`src/cbd_pkg.sv`:
```
// shared constants and types for the circular buffer deque
`timescale 1ns / 1ps
package cbd_pkg;

  localparam int DEPTH      = 16;
  localparam int DATA_WIDTH = 32;
  localparam int IDX_W      = $clog2(DEPTH);
  localparam int CNT_W      = $clog2(DEPTH + 1);
  localparam int ADDR_W     = 2;

  localparam logic [31:0] SENTINEL = 32'h7FFF_FFFF;

  typedef logic [1:0] mode_t;

  localparam mode_t MODE_PUSH_FRONT = 2'd0;
  localparam mode_t MODE_PUSH_REAR  = 2'd1;
  localparam mode_t MODE_POP_FRONT  = 2'd2;
  localparam mode_t MODE_POP_REAR   = 2'd3;

  localparam logic [ADDR_W-1:0] REG_CAPACITY = '0;

endpackage

```
`src/circular_buffer_deque_core.sv`:
```
// double-ended queue over a circular slot memory with a configurable capacity
// result: the item is written at accept, both ends are then read through the registered slot memory read,
//   and the result is presented in the out state until it is taken
// flow: one item at a time; a new item is taken only after the result has been taken
// reset: head index and count cleared, capacity 16; slot contents undefined until written
// writing the capacity register empties the queue
`timescale 1ns / 1ps
module circular_buffer_deque_core (
  input  logic                        clk,
  input  logic                        rst,
  // input item channel
  input  logic                        in_valid,
  output logic                        in_stall,
  input  cbd_pkg::mode_t              mode,
  input  logic signed [31:0]          value,
  // result channel
  output logic                        out_valid,
  input  logic                        out_stall,
  output logic                        ok,
  output logic signed [31:0]          front_value,
  output logic signed [31:0]          rear_value,
  output logic [cbd_pkg::CNT_W-1:0]   count,
  output logic                        full_res,
  output logic                        empty_res,
  // configuration port
  input  logic                        psel,
  input  logic                        penable,
  input  logic                        pwrite,
  input  logic [cbd_pkg::ADDR_W-1:0]  paddr,
  input  logic [31:0]                 pwdata,
  output logic [31:0]                 prdata,
  output logic                        pready
);
  import cbd_pkg::*;

  localparam logic [1:0] ST_IDLE = 2'd0;
  localparam logic [1:0] ST_READ = 2'd1;
  localparam logic [1:0] ST_OUT  = 2'd2;

  logic [1:0]            state;
  logic [1:0]            state_next;
  logic [IDX_W-1:0]      head;
  logic [IDX_W-1:0]      head_next;
  logic [CNT_W-1:0]      held;
  logic [CNT_W-1:0]      held_next;
  logic [CNT_W-1:0]      capacity;
  logic [DATA_WIDTH-1:0] slots [DEPTH];
  logic [DATA_WIDTH-1:0] rd_front;
  logic [DATA_WIDTH-1:0] rd_rear;

  logic                  accept;
  logic                  cfg_write;
  logic                  is_full;
  logic                  queue_empty;
  logic                  op_ok;
  logic                  wr_en;
  logic [IDX_W-1:0]      wr_idx;
  logic [CNT_W:0]        rear_sum;
  logic [CNT_W:0]        push_sum;
  logic [CNT_W:0]        pop_sum;
  logic [IDX_W-1:0]      rear_idx;
  logic [IDX_W-1:0]      push_rear_idx;
  logic [IDX_W-1:0]      head_inc;
  logic [IDX_W-1:0]      head_dec;
  logic [CNT_W-1:0]      cap_clamped;

  assign accept    = in_valid && !in_stall;
  assign in_stall  = (state != ST_IDLE);
  assign out_valid = (state == ST_OUT);
  assign pready    = 1'b1;
  assign cfg_write = psel && penable && pwrite && pready;
  assign prdata    = 32'(capacity);

  // capacity clamp to 1..DEPTH
  always_comb begin
    if (pwdata[CNT_W-1:0] == '0) begin
      cap_clamped = CNT_W'(1);
    end else if (pwdata[CNT_W-1:0] > CNT_W'(DEPTH)) begin
      cap_clamped = CNT_W'(DEPTH);
    end else begin
      cap_clamped = pwdata[CNT_W-1:0];
    end
  end

  assign is_full     = (held >= capacity);
  assign queue_empty = (held == '0);

  // wrapped indexes: every sum stays below twice the capacity
  assign push_sum      = {1'b0, CNT_W'(head)} + {1'b0, held};
  assign push_rear_idx = (push_sum >= {1'b0, capacity}) ?
                         IDX_W'(push_sum - {1'b0, capacity}) : IDX_W'(push_sum);
  assign pop_sum       = {1'b0, CNT_W'(head)} + (CNT_W + 1)'(1);
  assign head_inc      = (pop_sum >= {1'b0, capacity}) ?
                         IDX_W'(pop_sum - {1'b0, capacity}) : IDX_W'(pop_sum);
  assign head_dec      = (head == '0) ? IDX_W'(capacity - CNT_W'(1)) : head - IDX_W'(1);
  assign rear_sum      = push_sum - (CNT_W + 1)'(1);
  assign rear_idx      = (rear_sum >= {1'b0, capacity}) ?
                         IDX_W'(rear_sum - {1'b0, capacity}) : IDX_W'(rear_sum);

  // operation decode
  always_comb begin
    head_next = head;
    held_next = held;
    op_ok     = 1'b0;
    wr_en     = 1'b0;
    wr_idx    = head_dec;
    unique case (mode)
      MODE_PUSH_FRONT: begin
        if (!is_full) begin
          head_next = head_dec;
          held_next = held + CNT_W'(1);
          wr_en     = 1'b1;
          wr_idx    = head_dec;
          op_ok     = 1'b1;
        end
      end
      MODE_PUSH_REAR: begin
        if (!is_full) begin
          held_next = held + CNT_W'(1);
          wr_en     = 1'b1;
          wr_idx    = push_rear_idx;
          op_ok     = 1'b1;
        end
      end
      MODE_POP_FRONT: begin
        if (!queue_empty) begin
          head_next = head_inc;
          held_next = held - CNT_W'(1);
          op_ok     = 1'b1;
        end
      end
      MODE_POP_REAR: begin
        if (!queue_empty) begin
          held_next = held - CNT_W'(1);
          op_ok     = 1'b1;
        end
      end
      default: begin
        op_ok = 1'b0;
      end
    endcase
  end

  // sequencer: accept and write, read both ends, present the result
  always_comb begin
    state_next = state;
    unique case (state)
      ST_IDLE: if (accept) state_next = ST_READ;
      ST_READ: state_next = ST_OUT;
      ST_OUT:  if (!out_stall) state_next = ST_IDLE;
      default: state_next = ST_IDLE;
    endcase
  end

  // control state and configuration
  always_ff @(posedge clk) begin
    if (rst) begin
      state    <= ST_IDLE;
      head     <= '0;
      held     <= '0;
      capacity <= CNT_W'(DEPTH);
    end else begin
      state <= state_next;
      if (cfg_write) begin
        capacity <= cap_clamped;
        head     <= '0;
        held     <= '0;
      end else if (accept) begin
        head <= head_next;
        held <= held_next;
      end
    end
  end

  // result flags captured at accept
  always_ff @(posedge clk) begin
    if (accept) begin
      ok        <= op_ok;
      count     <= held_next;
      full_res  <= (held_next == capacity);
      empty_res <= (held_next == '0);
    end
  end

  // slot memory: one write port, two registered read ports
  always_ff @(posedge clk) begin
    if (accept && wr_en) begin
      slots[wr_idx] <= value[DATA_WIDTH-1:0];
    end
    if (state == ST_READ) begin
      rd_front <= slots[head];
      rd_rear  <= slots[rear_idx];
    end
  end

  // empty queue reads the sentinel at both ends
  assign front_value = empty_res ? SENTINEL : 32'(rd_front);
  assign rear_value  = empty_res ? SENTINEL : 32'(rd_rear);

  // checks
  a_held_bound: assert property (@(posedge clk) disable iff (rst)
    held <= capacity)
    else $error("held count above capacity");

  a_head_bound: assert property (@(posedge clk) disable iff (rst)
    capacity == '0 || CNT_W'(head) < capacity)
    else $error("head index outside capacity");

  a_result_timing: assert property (@(posedge clk) disable iff (rst)
    accept |=> !out_valid ##1 out_valid)
    else $error("result not presented two cycles after accept");

  a_count_flags: assert property (@(posedge clk) disable iff (rst)
    out_valid |-> (empty_res == (count == '0)))
    else $error("empty flag disagrees with count");

  a_cap_range: assert property (@(posedge clk) disable iff (rst)
    capacity >= CNT_W'(1) && capacity <= CNT_W'(DEPTH))
    else $error("capacity out of range");

endmodule

```
`config.mk`:
```
export PLATFORM = sky130hd
export DESIGN_NAME = circular_buffer_deque_core
export DESIGN_NICKNAME = d
export VERILOG_FILES = /design/src/cbd_pkg.sv /design/src/circular_buffer_deque_core.sv
export SDC_FILE = /design/constraint.sdc
export NUM_CORES = 1
export LEC_CHECK = 0
export BUFFER_PORTS_ARGS = -buffer_cell sky130_fd_sc_hd__buf_2
export CAP_MARGIN = 15
export CELL_PAD_IN_SITES_DETAIL_PLACEMENT = 1
export CELL_PAD_IN_SITES_GLOBAL_PLACEMENT = 2
export CORE_UTILIZATION = 24
export DETAILED_ROUTE_END_ITERATION = 8
export PLACE_DENSITY_LB_ADDON = 0.2
export SLEW_MARGIN = 0
export SYNTH_ARGS = -nofsm -noshare
export SYNTH_HDL_FRONTEND = slang
export SYNTH_SLANG_ARGS = --single-unit
```
`constraint.sdc`:
```
create_clock -name clk -period 15.17 [get_ports clk]
set_input_delay 3.034 -clock clk [delete_from_list [all_inputs] [get_ports clk]]
set_output_delay 3.034 -clock clk [all_outputs]
set_load 0.03 [all_outputs]
```
# After elaboration in Yosys (flattened, before gate mapping)

Memories as Yosys holds them, arrays and structs flattened. A register that Yosys moved wholly into a read port is not among the register bits.
Cells that the tools add are included.

Add/sub/neg operators: 10
Multiply operators: 0
Div/mod/pow operators: 0
Magnitude comparators: 5
Equal/unequal tests: 10
Shifts and indexed selects: 0
Mux-type cells: 25
Bitwise operators: 0
Reduce and logical (&&, ||, !) cells: 18

Operators by type and width:

| kind                                                                | count |
|---|---|
| 32-bit two-way mux                                                  | 2 |
| 4-bit two-way mux                                                   | 8 |
| 5-bit two-way mux                                                   | 4 |
| 5-bit zero test                                                     | 3 |
| 6-bit by 5-bit greater-or-equal comparator with 1-bit output        | 2 |
| 4-bit subtractor                                                    | 3 |
| 5-bit greater-or-equal comparator                                   | 2 |
| 5-bit one-hot mux with 2 select lines                               | 1 |
| 2-bit inequality test (second input constant)                       | 4 |
| 4-bit one-hot mux with 2 select lines                               | 1 |
| 4-bit by 1-bit subtractor with 4-bit output (second input constant) | 2 |
| 4-bit by 5-bit adder with 6-bit output                              | 1 |
| 2-bit == test (second input constant)                               | 3 |
| 2-bit one-hot mux with 3 select lines                               | 1 |
| 2-bit OR reduction                                                  | 3 |
| 6-bit by 1-bit subtractor with 6-bit output (second input constant) | 1 |
| 4-bit by 1-bit adder with 5-bit output (second input constant)      | 1 |
| 5-bit by 1-bit adder with 5-bit output (second input constant)      | 1 |
| 5-bit == test                                                       | 1 |
| 5-bit > comparator (second input constant)                          | 1 |
| 1-bit two-way mux                                                   | 5 |
| 5-bit by 1-bit subtractor with 5-bit output (second input constant) | 1 |
| 2-bit by 1-bit == test with 1-bit output (second input constant)    | 2 |
| 1-bit logical AND                                                   | 4 |
| 8 further kinds                                                     | 11 |

Bits in registers: 24
Bits in latches: 0
RAM bits: 512
Memory bits (read-only): 0
Output and inout port bits: 107
Logic and storage cells: 77
Memories kept: 1

Memory list:

| memory | depth | bits a word | read ports | clocked after Yosys merged registers in | wr ports | line                             | text |
|---|---|---|---|---|---|---|---|
| slots  | 16    | 32          | 2          | 2                                       | 1        | circular_buffer_deque_core.sv:47 | `logic [DATA_WIDTH-1:0] slots [DEPTH];` |

# Longest topological paths before layout

Gate-level depths: netlist of the first run.

Depth after elaboration: 6
Gate-level depth with buffers: 20
Mapped depth without buffers: 15

# Least setup slack after synthesis of the first run

Ideal clock, no wire load.

Kind: input to register
Start point: input mode[1]
End point: memory slots[15][0] (enable)
Setup time: 421 ps
Arrival: 6147 ps
Path slack: 8602 ps
Stages on the path: 7
Buffers on the path: 1
Cells stage by stage: clkbuf_1 -> a211o_1 -> a21oi_1 -> nor2_1 -> a31oi_1 -> or4b_2 -> nor2_1

Longest elaborated chain between the ends: 6
Elaborated cells on any way between the ends: 8
Classes of those cells: 1 x eq/ne; 4 x mux; 3 x reduce/logical

Ends and longest elaborated chain:

| element                                                                     | line                              | text |
|---|---|---|
| start: declaration                                                          | circular_buffer_deque_core.sv:14  | `input cbd_pkg::mode_t mode,` |
| 2-bit by 1-bit == test with 1-bit output or 2-bit zero test (tied branches) | circular_buffer_deque_core.sv:107 | `unique case (mode)` |
| 2-bit OR reduction (no line)                                                | n/a                               |  |
| 1-bit two-way mux                                                           | n/a                               |  |
| 1-bit logical AND                                                           | circular_buffer_deque_core.sv:187 | `if (accept && wr_en) begin` |
| 1-bit two-way mux                                                           | circular_buffer_deque_core.sv:187 |  |
| 1-bit two-way mux (not written as such)                                     | circular_buffer_deque_core.sv:188 | `slots[wr_idx] <= value[DATA_WIDTH-1:0];` |
| end: declaration                                                            | circular_buffer_deque_core.sv:47  |  |

Parallel ways exist; a longest one is shown, timed or not.

# Final worst setup path of the first run

Start point: register head[0]
End point: register rd_rear[20] (read register of slots) (data pin)

Longest elaborated chain between the ends: 4
Elaborated cells on any way between the ends: 5
Classes of those cells: 3 x add/sub; 1 x order compare; 1 x mux

Ends and longest elaborated chain:

| element                                                                                          | line                                                               | text |
|---|---|---|
| start: declaration                                                                               | circular_buffer_deque_core.sv:42                                   | `logic [IDX_W-1:0] head;` |
| start signal: assignment                                                                         | circular_buffer_deque_core.sv:169                                  | `head <= head_next;` |
| 4-bit by 5-bit adder with 6-bit output (*)                                                       | circular_buffer_deque_core.sv:89                                   | `assign push_sum = {1'b0, CNT_W'(head)} + {1'b0, held};` |
| 6-bit by 1-bit subtractor with 6-bit output (*)                                                  | circular_buffer_deque_core.sv:96                                   | `assign rear_sum = push_sum - (CNT_W + 1)'(1);` |
| 6-bit by 5-bit greater-or-equal comparator with 1-bit output or 4-bit subtractor (tied branches) | circular_buffer_deque_core.sv:97, circular_buffer_deque_core.sv:98 |  |
| 4-bit two-way mux (*)                                                                            | circular_buffer_deque_core.sv:97                                   | `assign rear_idx = (rear_sum >= {1'b0, capacity}) ?` |
| end: declaration                                                                                 | circular_buffer_deque_core.sv:49                                   | `logic [DATA_WIDTH-1:0] rd_rear;` |

Every way passes the cells marked *; elsewhere a longest branch is shown, timed or not.
A chain may end at the register's enable or synchronous reset.

==> results of run 1 <==
## area by class of cell
| type | count | area, um2 |
|---|---|---|
| inverter | 35 | 139 |
| fill | 16462 | 107000 |
| clock inverter | 47 | 313 |
| antenna | 1 | 2.50 |
| timing repair buffer | 194 | 1210 |
| tap | 1930 | 2410 |
| sequential | 600 | 17900 |
| clock buffer | 101 | 2120 |
| multi-input combinational | 2409 | 16600 |
## logic make-up (layout without fill, tap and decap cells)
family / Yosys count / in the layout / share of synthesized area [%]
compound gates: 855 / 855 / 18.2
xor+xnor: 27 / 27 / 0.766
fa+ha+maj: 34 / 34 / 1.27
buf+inv: 406 / 377 / 4.79
flops: 600 / 600 / 49.9
mux: 198 / 198 / 7.79
other cells: 2 / 29 / 0.0210
simple gates: 1267 / 1267 / 17.2
## worst max path at each step
stage / end / slack (ns)
after floorplan: slots[15][0]$_DFFE_PP_ / 8.60
after global placement: rd_rear[15]$_DFFE_PN_ / 7.33
after detailed placement: rd_rear[15]$_DFFE_PN_ / 7.39
after CTS: rd_rear[15]$_DFFE_PN_ / 7.37
after global routing: rd_rear[15]$_DFFE_PN_ / 7.03
final: rd_rear[20]$_DFFE_PN_ / 7.43
## synthesized netlist by cell type, types with 3 or more instances
library cell and instances:
edfxtp_1 584, nand2_1 563, a22oi_1 287, nor3_1 267, nand2b_1 262, clkbuf_1 260, a311oi_1 256, mux2i_1 132
o22ai_1 132, a221oi_1 64, mux4_2 64, or2_2 64, buf_2 61, o21ai_0 45, nor2_1 38, inv_1 33
or4_1 33, buf_4 30, ha_1 30, buf_1 20, a21oi_1 18, dfxtp_1 16, xnor2_1 16, a211oi_1 9
xor2_1 9, a31oi_1 8, nand3_1 8, nor4_1 8, nor2b_1 6, o21a_1 6, and3_1 4, fa_1 4
o221ai_1 4, o31ai_1 4, nand4_1 3, o211a_1 3
## state kept, by name (all words and copies together) (netlist names)
register / flops
held: 5
rd_front: 32
full_res: 1
ok: 1
rd_rear: 32
empty_res: 1
head: 4
slots: 512
capacity: 5
state: 2
count: 5
## power breakdown
| group | internal [mW] | switching [mW] |
|---|---|---|
| sequential | 1.93 | 0.0371 |
| clock | 1.03 | 0.801 |
| combinational | 0.806 | 2.05 |
| total | 3.76 | 2.89 |
## worst max-delay path: cells and delay by family (launching register included)
kind / cells / cell delay, ns
DFF: 1 / 0.65
buffers and inverters: 6 / 3.77
adders and majority gates: 3 / 1.11
AOI/OAI and AO/OA: 4 / 0.72
and+or+nand+nor: 4 / 1.08
## layer usage
layer | part of all wire, % | vias up | track usage, %
li1 | - | 13055 | -
met1 | 44 | 15178 | 26.3
met2 | 49 | 673 | 35.1
met3 | 3.9 | 193 | 2.17
met4 | 2.2 | 4 | 5.50
met5 | 0.020 | - | 0
==> qor.yml, run 1 <==
outcome:
  status: "finished clean"
cts:
  clock-sinks: 600
  cts-root-buf: "clkbuf_16"
  ctsResizeCount: 0
  clock_path_buffers: 3
  clock_latency_ns: 0.69
  htreeDepth: 3
  path_clk_slew_ns: 0.05
  postCtsSetupBuffers: 0
  cts_hold_buf: 0
  cts_tree: "built"
  numCtsBuffers: 80
setup_path:
  regToRegSetupSlack_ns: 7.43
  timing_worst_setup_path_type: "flip-flop to flip-flop"
  slowest_stage: "buf_4"
  crit_top_cell: "buf_4"
  r2r_start: "head[0]$_SDFFE_PP0P_"
  r2r-end: "rd_rear[20]$_DFFE_PN_"
  cp-start-kind: "flip-flop"
  critPathRequiredTime_ns: 15.70
  end_kind: "flip-flop"
  crit_fanout: 71
  arrival_ns: 8.27
  path_cells: "ha_4, buf_4, ha_4, inv_1, fa_1, a21oi_1, nor2_1, nor2_1, o21ai_4, buf_4, nor2_4, buf_4, buf_4, buf_4, a311oi_1, o22ai_1, or4_1"
  startpoint: "head[0]$_SDFFE_PP0P_"
  slowest_delay_ns: 0.93
  worstRegToRegCells: 17
min_path:
  hp-class: "flip-flop to flip-flop"
  whs_endpoint: "held[4]$_SDFFE_PP0P_"
  min_path_cells: 2
  hp-start: "held[4]$_SDFFE_PP0P_"
grt:
  overflow: 0
  antenna_found_initial: 11
  grt_pass1_wl_mm: 223
  grt_pass1_vias: 30458
  grt_max_degree: 161
  grt_usage_pct: 20.1
placement:
  place_area_um2: 38200
  dp_slack_ns: 7.39
  hpwl_mm: 77.4
  dp_cells: 5168
  port_buffers: 124
  gp_congestion: 0.723
route:
  drt_first_iter_violations: 2137
  vias: 29103
  drt-wirelength-per-cell_um: 29.2
  drt_wl_total_mm: 155
  drc: 0
  dr.pass1.iters: 5
  via_per_inst: 5.47
  ant_nets: 0
timing:
  finalHoldViolCount: 0
  clock_skew_ns: 0.0275
  fmax_mhz: 129
  period_minus_slack_ns: 7.74
  setup-tns-final_ns: 0
  slew_headroom_pct: 26.6
  rsz0062_at_grt: "no"
  drv_slew: 0
  fin_crit_sh_pct: 51.0
  holdWs_ns: 0.617
  worstMarginPinSlew_ns: 1.10
  layout_setup_ws_ns: 7.43
  setup_viol: 0
cells_and_area:
  instances_no_fill: 5317
  fin_nets: 3429
  synthToLayoutAreaGrowth_pct: 13.7
  layout_common_cells: "edfxtp_1 (584), nand2_1 (563), a22oi_1 (287), nor3_1 (267), nand2b_1 (262)"
  drive_gt1_share_pct: 14.0
  post-route-util_pct: 27.5
  fin_area_um2: 40700
  final_common_cell: "edfxtp_1"
flow_run:
  drv_cap: 0
die:
  die_w_um: 388
  rows: 141
  core_region_area_um2: 148000
  fp.dieH_um: 388
  dieArea_um2: 151000
  io_pins: 182
  initial_core_util_pct: 24.2
logic_synthesis:
  syn_avg_cell_area_um2: 10.6
  yosys_register_bits: 600
  syn_inst: 3389
  ys.flop_type: "edfxtp_1"
  synth_top_area_share_pct: 49.0
  synth_edf_count: 584
  synth_area_leaders: "edfxtp_1 (49%), a311oi_1 (6.3%), a22oi_1 (6.0%)"
  ys_types: 64
  async_flop_share_pct: 0
  synth_area_um2: 35800
  ys_warn_count: 0
  synth.largest_area_cell: "edfxtp_1"
  ys_seq_area_share_pct: 49.9
power_and_ir_drop:
  leakage_nw: 12.6
  vdd_drop_max_mv: 0.245
  power_density_nw_per_um2: 164
  fin_total_pwr_mw: 6.66
Note: power is estimated with default switching activity, not from simulation.
==> run 2: changes to the inputs <==
Clock period 15.17 ns to 7.7 ns, I/O delays scaled along.
==> run 2 against run 1 <==
Net effect: flip-flop and latch count did not move; total power rose by 99%; sequential share of layout area fell by 0.41 points; non-clock buffer count rose by 9; clock power rose by 100%; critical path depth fell by 3; clock-buffer cell count rose by 3; die area did not move; clock skew rose by 0.0040 ns; fmax rose by 26%; worst setup slack got worse by 5.9 ns.
==> qor.yml, run 2 (synthesis results as in run 1) <==
timing:
  finalHoldViolCount: 0  # unchanged
  drv_slew: 0  # unchanged
  setup_viol: 0  # unchanged
  worstMarginPinSlew_ns: 1.29  # was 1.10 ns
  clock_skew_ns: 0.0315  # was 0.0275 ns
  slew_headroom_pct: 14.3  # was 26.6%
  rsz0062_at_grt: "no"  # unchanged
  fmax_mhz: 163  # was 129 MHz
  setup-tns-final_ns: 0  # unchanged
  period_minus_slack_ns: 6.13  # was 7.74 ns
  fin_crit_sh_pct: 79.6  # was 51.0%
setup_path:
  path_cells: "ha_4, inv_8, ha_1, nor3b_1, xor2_1, ha_1, a21oi_1, o21a_4, buf_4, a211oi_1, o221ai_4, buf_4, o22ai_1, or4_1"  # was ha_4, buf_4, ha_4, inv_1, fa_1, a21oi_1, nor2_1, nor2_1, o21ai_4, buf_4, nor2_4, buf_4, buf_4, buf_4, a311oi_1, o22ai_1, or4_1
  cp-start-kind: "flip-flop"  # unchanged
  end_kind: "flip-flop"  # unchanged
  crit_fanout: 74  # was 71
  slowest_stage: "buf_4"  # unchanged
  timing_worst_setup_path_type: "flip-flop to flip-flop"  # unchanged
  crit_family: "buffers and inverters"  # unchanged
  slowest_delay_ns: 0.69  # was 0.93 ns
  critPathRequiredTime_ns: 8.08  # was 15.70 ns
  path_buf_inv: 3  # was 6
  arrival_ns: 6.51  # was 8.27 ns
grt:
  grt_pass1_wl_mm: 222  # was 223 mm
  grt_usage_pct: 20.0  # was 20.1%
  grt_pass1_vias: 30675  # was 30458
  antenna_found_initial: 10  # was 11
  grt_max_degree: 209  # was 161
  overflow: 0  # unchanged
die:
  io_pins: 182  # unchanged
  initial_core_util_pct: 24.2  # unchanged
  fp.dieH_um: 388  # unchanged
  core_region_area_um2: 148000  # unchanged
  dieArea_um2: 151000  # unchanged
  die_w_um: 388  # unchanged
  rows: 141  # unchanged
cells_and_area:
  regMostFlops: "slots"  # unchanged
  drive_gt1_share_pct: 14.5  # was 14.0%
  fin_nets: 3439  # was 3429
  largest_reg_flops: 512  # unchanged
  largest_registers: "slots x512, rd_front x32, rd_rear x32"  # unchanged
  final_common_cell: "edfxtp_1"  # unchanged
  synthToLayoutAreaGrowth_pct: 14.8  # was 13.7%
  layout_common_cells: "edfxtp_1 (584), nand2_1 (563), a22oi_1 (287), nor3_1 (267), nand2b_1 (262)"  # unchanged
  nFillCells: 16413  # was 16462
cts:
  clock_path_buffers: 3  # unchanged
  numCtsBuffers: 81  # was 80
  postCtsSetupBuffers: 0  # unchanged
  clock-sinks: 600  # unchanged
  clock_latency_ns: 0.68  # was 0.69 ns
  cts-root-buf: "clkbuf_16"  # unchanged
  path_clk_slew_ns: 0.06  # was 0.05 ns
  ctsResizeCount: 0  # unchanged
  cts_tree: "built"  # unchanged
  cts_hold_buf: 0  # unchanged
  htreeDepth: 3  # unchanged
route:
  drt_first_iter_violations: 2089  # was 2137
  via_per_inst: 5.53  # was 5.47
  drt-wirelength-per-cell_um: 29.0  # was 29.2 um
  drc: 0  # unchanged
  vias: 29475  # was 29103
  drt_wl_total_mm: 155  # about the same
  dr.pass1.iters: 5  # unchanged
  ant_nets: 0  # unchanged
power_and_ir_drop:
  p_switching_mw: 5.67  # was 2.89 mW
  fin_total_pwr_mw: 13.3  # was 6.66 mW
  seqPwrFrac_pct: 29.2  # was 29.6%
  p_comb_share_pct: 42.9  # was 43.0%
  intPower_mw: 7.59  # was 3.76 mW
  vdd_drop_max_mv: 0.531  # was 0.245 mV
  swShare_pct: 42.8  # was 43.5%
  leakage_nw: 12.8  # was 12.6 nW
  pwr-share-clk_pct: 27.9  # was 27.5%
  power_density_nw_per_um2: 323  # was 164 nW/um2
flow_run:
  drv_cap: 0  # unchanged
placement:
  hpwl_mm: 80.4  # was 77.4 mm
  port_buffers: 124  # unchanged
  gp_congestion: 0.728  # was 0.723
outcome:
  status: "finished clean"  # unchanged
min_path:
  hp-class: "flip-flop to flip-flop"  # unchanged
[run 2: final cells by class]
class	instances	area, um2	share of cell area [%]
Antenna cell	4	10.0	0.0244
Clock buffer	104	2180	5.30
Clock inverter	42	347	0.844
Inverter	35	139	0.338
Multi-Input combinational cell	2409	16600	40.4
Sequential cell	600	17900	43.5
Tap cell	1930	2410	5.88
Timing Repair Buffer	203	1500	3.65
[run 2: worst reg2reg max path, cell delays in order, from the launching register on]
cell and delay [ns]:
dfxtp_1 0.52, ha_4 0.39, inv_8 0.52, ha_1 0.31
nor3b_1 0.24, xor2_1 0.25, ha_1 0.29, a21oi_1 0.30
o21a_4 0.26, buf_4 0.70, a211oi_1 0.37, o221ai_4 0.22
buf_4 0.69, o22ai_1 0.25, or4_1 0.54
[run 2: worst paths after layout]
kind,cells past startpoint,endpoint,slack (ns),startpoint
max,14,rd_rear[0]$_DFFE_PN_,1.57,held[0]$_SDFFE_PP0P_
min,2,held[4]$_SDFFE_PP0P_,0.64,held[4]$_SDFFE_PP0P_
min reg2reg,2,held[4]$_SDFFE_PP0P_,0.64,held[4]$_SDFFE_PP0P_
max reg2reg,14,rd_rear[0]$_DFFE_PN_,1.57,held[0]$_SDFFE_PP0P_
[run 2: power by group through the flow]
stage                     logic [mW]  registers [mW]  clock network, mW
after global placement          5.68            3.94                  0
after detailed placement        5.70            3.94                  0
after floorplan                 3.50            3.91                  0
after CTS                       5.71            3.87               3.80
after global routing            6.04            3.88               3.90
final                           5.68            3.87               3.70
[run 2: routing by layer]
| metal | wire length, um | vias up | global-route usage [%] | part of all wire (%) |
|---|---|---|---|---|
| met1 | 69700 | 15480 | 26.5 | 45 |
| li1 | - | 13074 | - | - |
| met3 | 6360 | 215 | 2.26 | 4.1 |
| met5 | 26 | - | 0 | 0.017 |
| met2 | 75000 | 702 | 34.2 | 48 |
| met4 | 3590 | 4 | 5.52 | 2.3 |
[run 2: metrics by stage]
step,instance area (um2),setup WS [ns],hold WS (ns),utilization (%),cells
final,41100,1.57,0.641,27.8,5327
after CTS,41000,1.50,0.645,27.8,5323
after global placement,38500,1.56,0.639,26.0,5176
after global routing,41000,1.28,0.672,27.8,5323
after floorplan,35900,2.16,0.522,-,3415
after detailed placement,38500,1.54,0.638,26.1,5177
==> run 3: changes to the inputs <==
Clock period 7.7 ns to 6.2 ns, I/O delays scaled along.
==> run 3 against run 2 <==
Net effect: non-clock buffer count grew 35; final cell count grew 0.62%; worst setup slack lost 0.69 ns; sequential power grew 24%; largest power group unchanged; global-route usage grew 0.35 points.
==> qor.yml, run 3 (synthesis results as in run 1) <==
die:
  initial_core_util_pct: 24.2  # unchanged
  fp.dieH_um: 388  # unchanged
  die_w_um: 388  # unchanged
  io_pins: 182  # unchanged
  core_region_area_um2: 148000  # unchanged
  dieArea_um2: 151000  # unchanged
  rows: 141  # unchanged
setup_path:
  cp-start-kind: "flip-flop"  # unchanged
  end_kind: "flip-flop"  # unchanged
  crit_fanout: 35  # was 74
  r2r_start: "head[0]$_SDFFE_PP0P_"  # was held[0]$_SDFFE_PP0P_
  regToRegSetupSlack_ns: 0.89  # was 1.57 ns
  timing_worst_setup_path_type: "flip-flop to flip-flop"  # unchanged
  worstRegToRegCells: 17  # was 14
  r2r-end: "rd_rear[8]$_DFFE_PN_"  # was rd_rear[0]$_DFFE_PN_
  arrival_ns: 5.71  # was 6.51 ns
  critPathRequiredTime_ns: 6.59  # was 8.08 ns
min_path:
  hp-class: "flip-flop to flip-flop"  # unchanged
  min_path_cells: 2  # unchanged
  hp-start: "held[4]$_SDFFE_PP0P_"  # unchanged
  whs_endpoint: "held[4]$_SDFFE_PP0P_"  # unchanged
grt:
  grt_pass1_vias: 30924  # was 30675
  grt_max_degree: 223  # was 209
  grt_pass1_wl_mm: 226  # was 222 mm
  grt_usage_pct: 20.4  # was 20.0%
  overflow: 0  # unchanged
  antenna_found_initial: 7  # was 10
timing:
  rsz0062_at_grt: "no"  # unchanged
  worstMarginPinSlew_ns: 1.05  # was 1.29 ns
  clock_skew_ns: 0.0213  # was 0.0315 ns
  slew_headroom_pct: 29.9  # was 14.3%
  fmax_mhz: 188  # was 163 MHz
  drv_slew: 0  # unchanged
  setup_viol: 0  # unchanged
  setup-tns-final_ns: 0  # unchanged
  fin_crit_sh_pct: 85.7  # was 79.6%
  finalHoldViolCount: 0  # unchanged
  period_minus_slack_ns: 5.31  # was 6.13 ns
route:
  ant_nets: 0  # unchanged
  via_per_inst: 5.54  # was 5.53
  drt_first_iter_violations: 2088  # was 2089
  vias: 29668  # was 29475
  drt_wl_total_mm: 157  # was 155 mm
  drc: 0  # unchanged
  drt-wirelength-per-cell_um: 29.3  # was 29.0 um
  dr.pass1.iters: 5  # unchanged
placement:
  gp_congestion: 0.737  # was 0.728
  port_buffers: 124  # unchanged
  hpwl_mm: 83.6  # was 80.4 mm
  place_area_um2: 39000  # was 38500 um2
power_and_ir_drop:
  leakage_nw: 13.0  # was 12.8 nW
  vdd_drop_max_mv: 0.266  # was 0.531 mV
  power_density_nw_per_um2: 405  # was 323 nW/um2
  fin_total_pwr_mw: 16.8  # was 13.3 mW
cells_and_area:
  largest_reg_flops: 512  # unchanged
  regMostFlops: "slots"  # unchanged
  drive_gt1_share_pct: 15.2  # was 14.5%
  layout_common_cells: "edfxtp_1 (584), nand2_1 (563), a22oi_1 (287), nor3_1 (267), nand2b_1 (262)"  # unchanged
  fin_nets: 3474  # was 3439
  synthToLayoutAreaGrowth_pct: 15.9  # was 14.8%
  final_common_cell: "edfxtp_1"  # unchanged
  nFillCells: 16434  # was 16413
  fin_area_um2: 41400  # was 41100 um2
  largest_registers: "slots x512, rd_front x32, rd_rear x32"  # unchanged
cts:
  clock_latency_ns: 0.68  # about the same
  ctsResizeCount: 0  # unchanged
  postCtsSetupBuffers: 0  # unchanged
  cts_tree: "built"  # unchanged
  clock-sinks: 600  # unchanged
  clock_path_buffers: 3  # unchanged
  htreeDepth: 3  # unchanged
  numCtsBuffers: 81  # unchanged
  cts-root-buf: "clkbuf_16"  # unchanged
  cts_hold_buf: 0  # unchanged
  path_clk_slew_ns: 0.06  # about the same
flow_run:
  drv_cap: 0  # unchanged
outcome:
  status: "finished clean"  # unchanged
run 3: report_power, final:
part	internal (mW)	leakage (nW)	switching, mW	total (mW)
Sequential	4.72	5.42	0.0779	4.80
Clock	2.56	1.20	1.91	4.47
Combinational	2.32	6.40	5.18	7.50
run 3: final cells by class:
type                    instances  area, um2  share of cell area (%)
multi-input cells            2409      16600                    40.1
clock buffers                 105       2180                    5.26
diodes                          4       10.0                  0.0242
flip-flops and latches        600      17900                    43.1
well taps                    1930       2410                    5.83
repair buffers                238       1930                    4.65
clock inverters                39        284                   0.686
inverters                      35        139                   0.335
run 3: worst max path at each step:
stage	startpoint	end
final	head[0]$_SDFFE_PP0P_	rd_rear[8]$_DFFE_PN_
after global routing	head[0]$_SDFFE_PP0P_	rd_rear[8]$_DFFE_PN_
after CTS	head[0]$_SDFFE_PP0P_	rd_rear[8]$_DFFE_PN_
after detailed placement	head[0]$_SDFFE_PP0P_	rd_rear[8]$_DFFE_PN_
after global placement	head[0]$_SDFFE_PP0P_	rd_rear[8]$_DFFE_PN_
after floorplan	held[0]$_SDFFE_PP0P_	slots[15][0]$_DFFE_PP_
run 3: worst max-delay path, stage by stage, from the launching register on:
cell and delay, ns:
dfxtp_4 0.37, ha_4 0.17, fa_1 0.63, inv_1 0.13
ha_1 0.23, xnor2_1 0.31, inv_1 0.13, ha_1 0.34
inv_1 0.09, nor2_1 0.05, nor2_1 0.25, o21a_4 0.42
buf_12 0.30, buf_4 0.34, a22oi_1 0.14, a311oi_1 0.38
o22ai_1 0.13, or4_1 0.57
run 3: per-stage QoR:
stage	hold WS, ns	std cells	utilization (%)	setup WS, ns
CTS	0.625	5356	28.0	0.899
floorplan	0.522	3415	-	0.655
global route	0.670	5356	28.0	0.660
detailed placement	0.614	5212	26.3	1.03
finish	0.616	5360	28.0	0.886
global placement	0.603	5212	26.3	0.998
run 3: per-layer routing:
| layer | global-route usage [%] | vias to the layer above | wire length (um) |
|---|---|---|---|
| li1 | - | 13106 | - |
| met1 | 27.4 | 15574 | 71200 |
| met2 | 34.2 | 774 | 75300 |
| met3 | 2.32 | 212 | 6460 |
| met4 | 5.96 | 2 | 3940 |
| met5 | 0 | - | 13 |
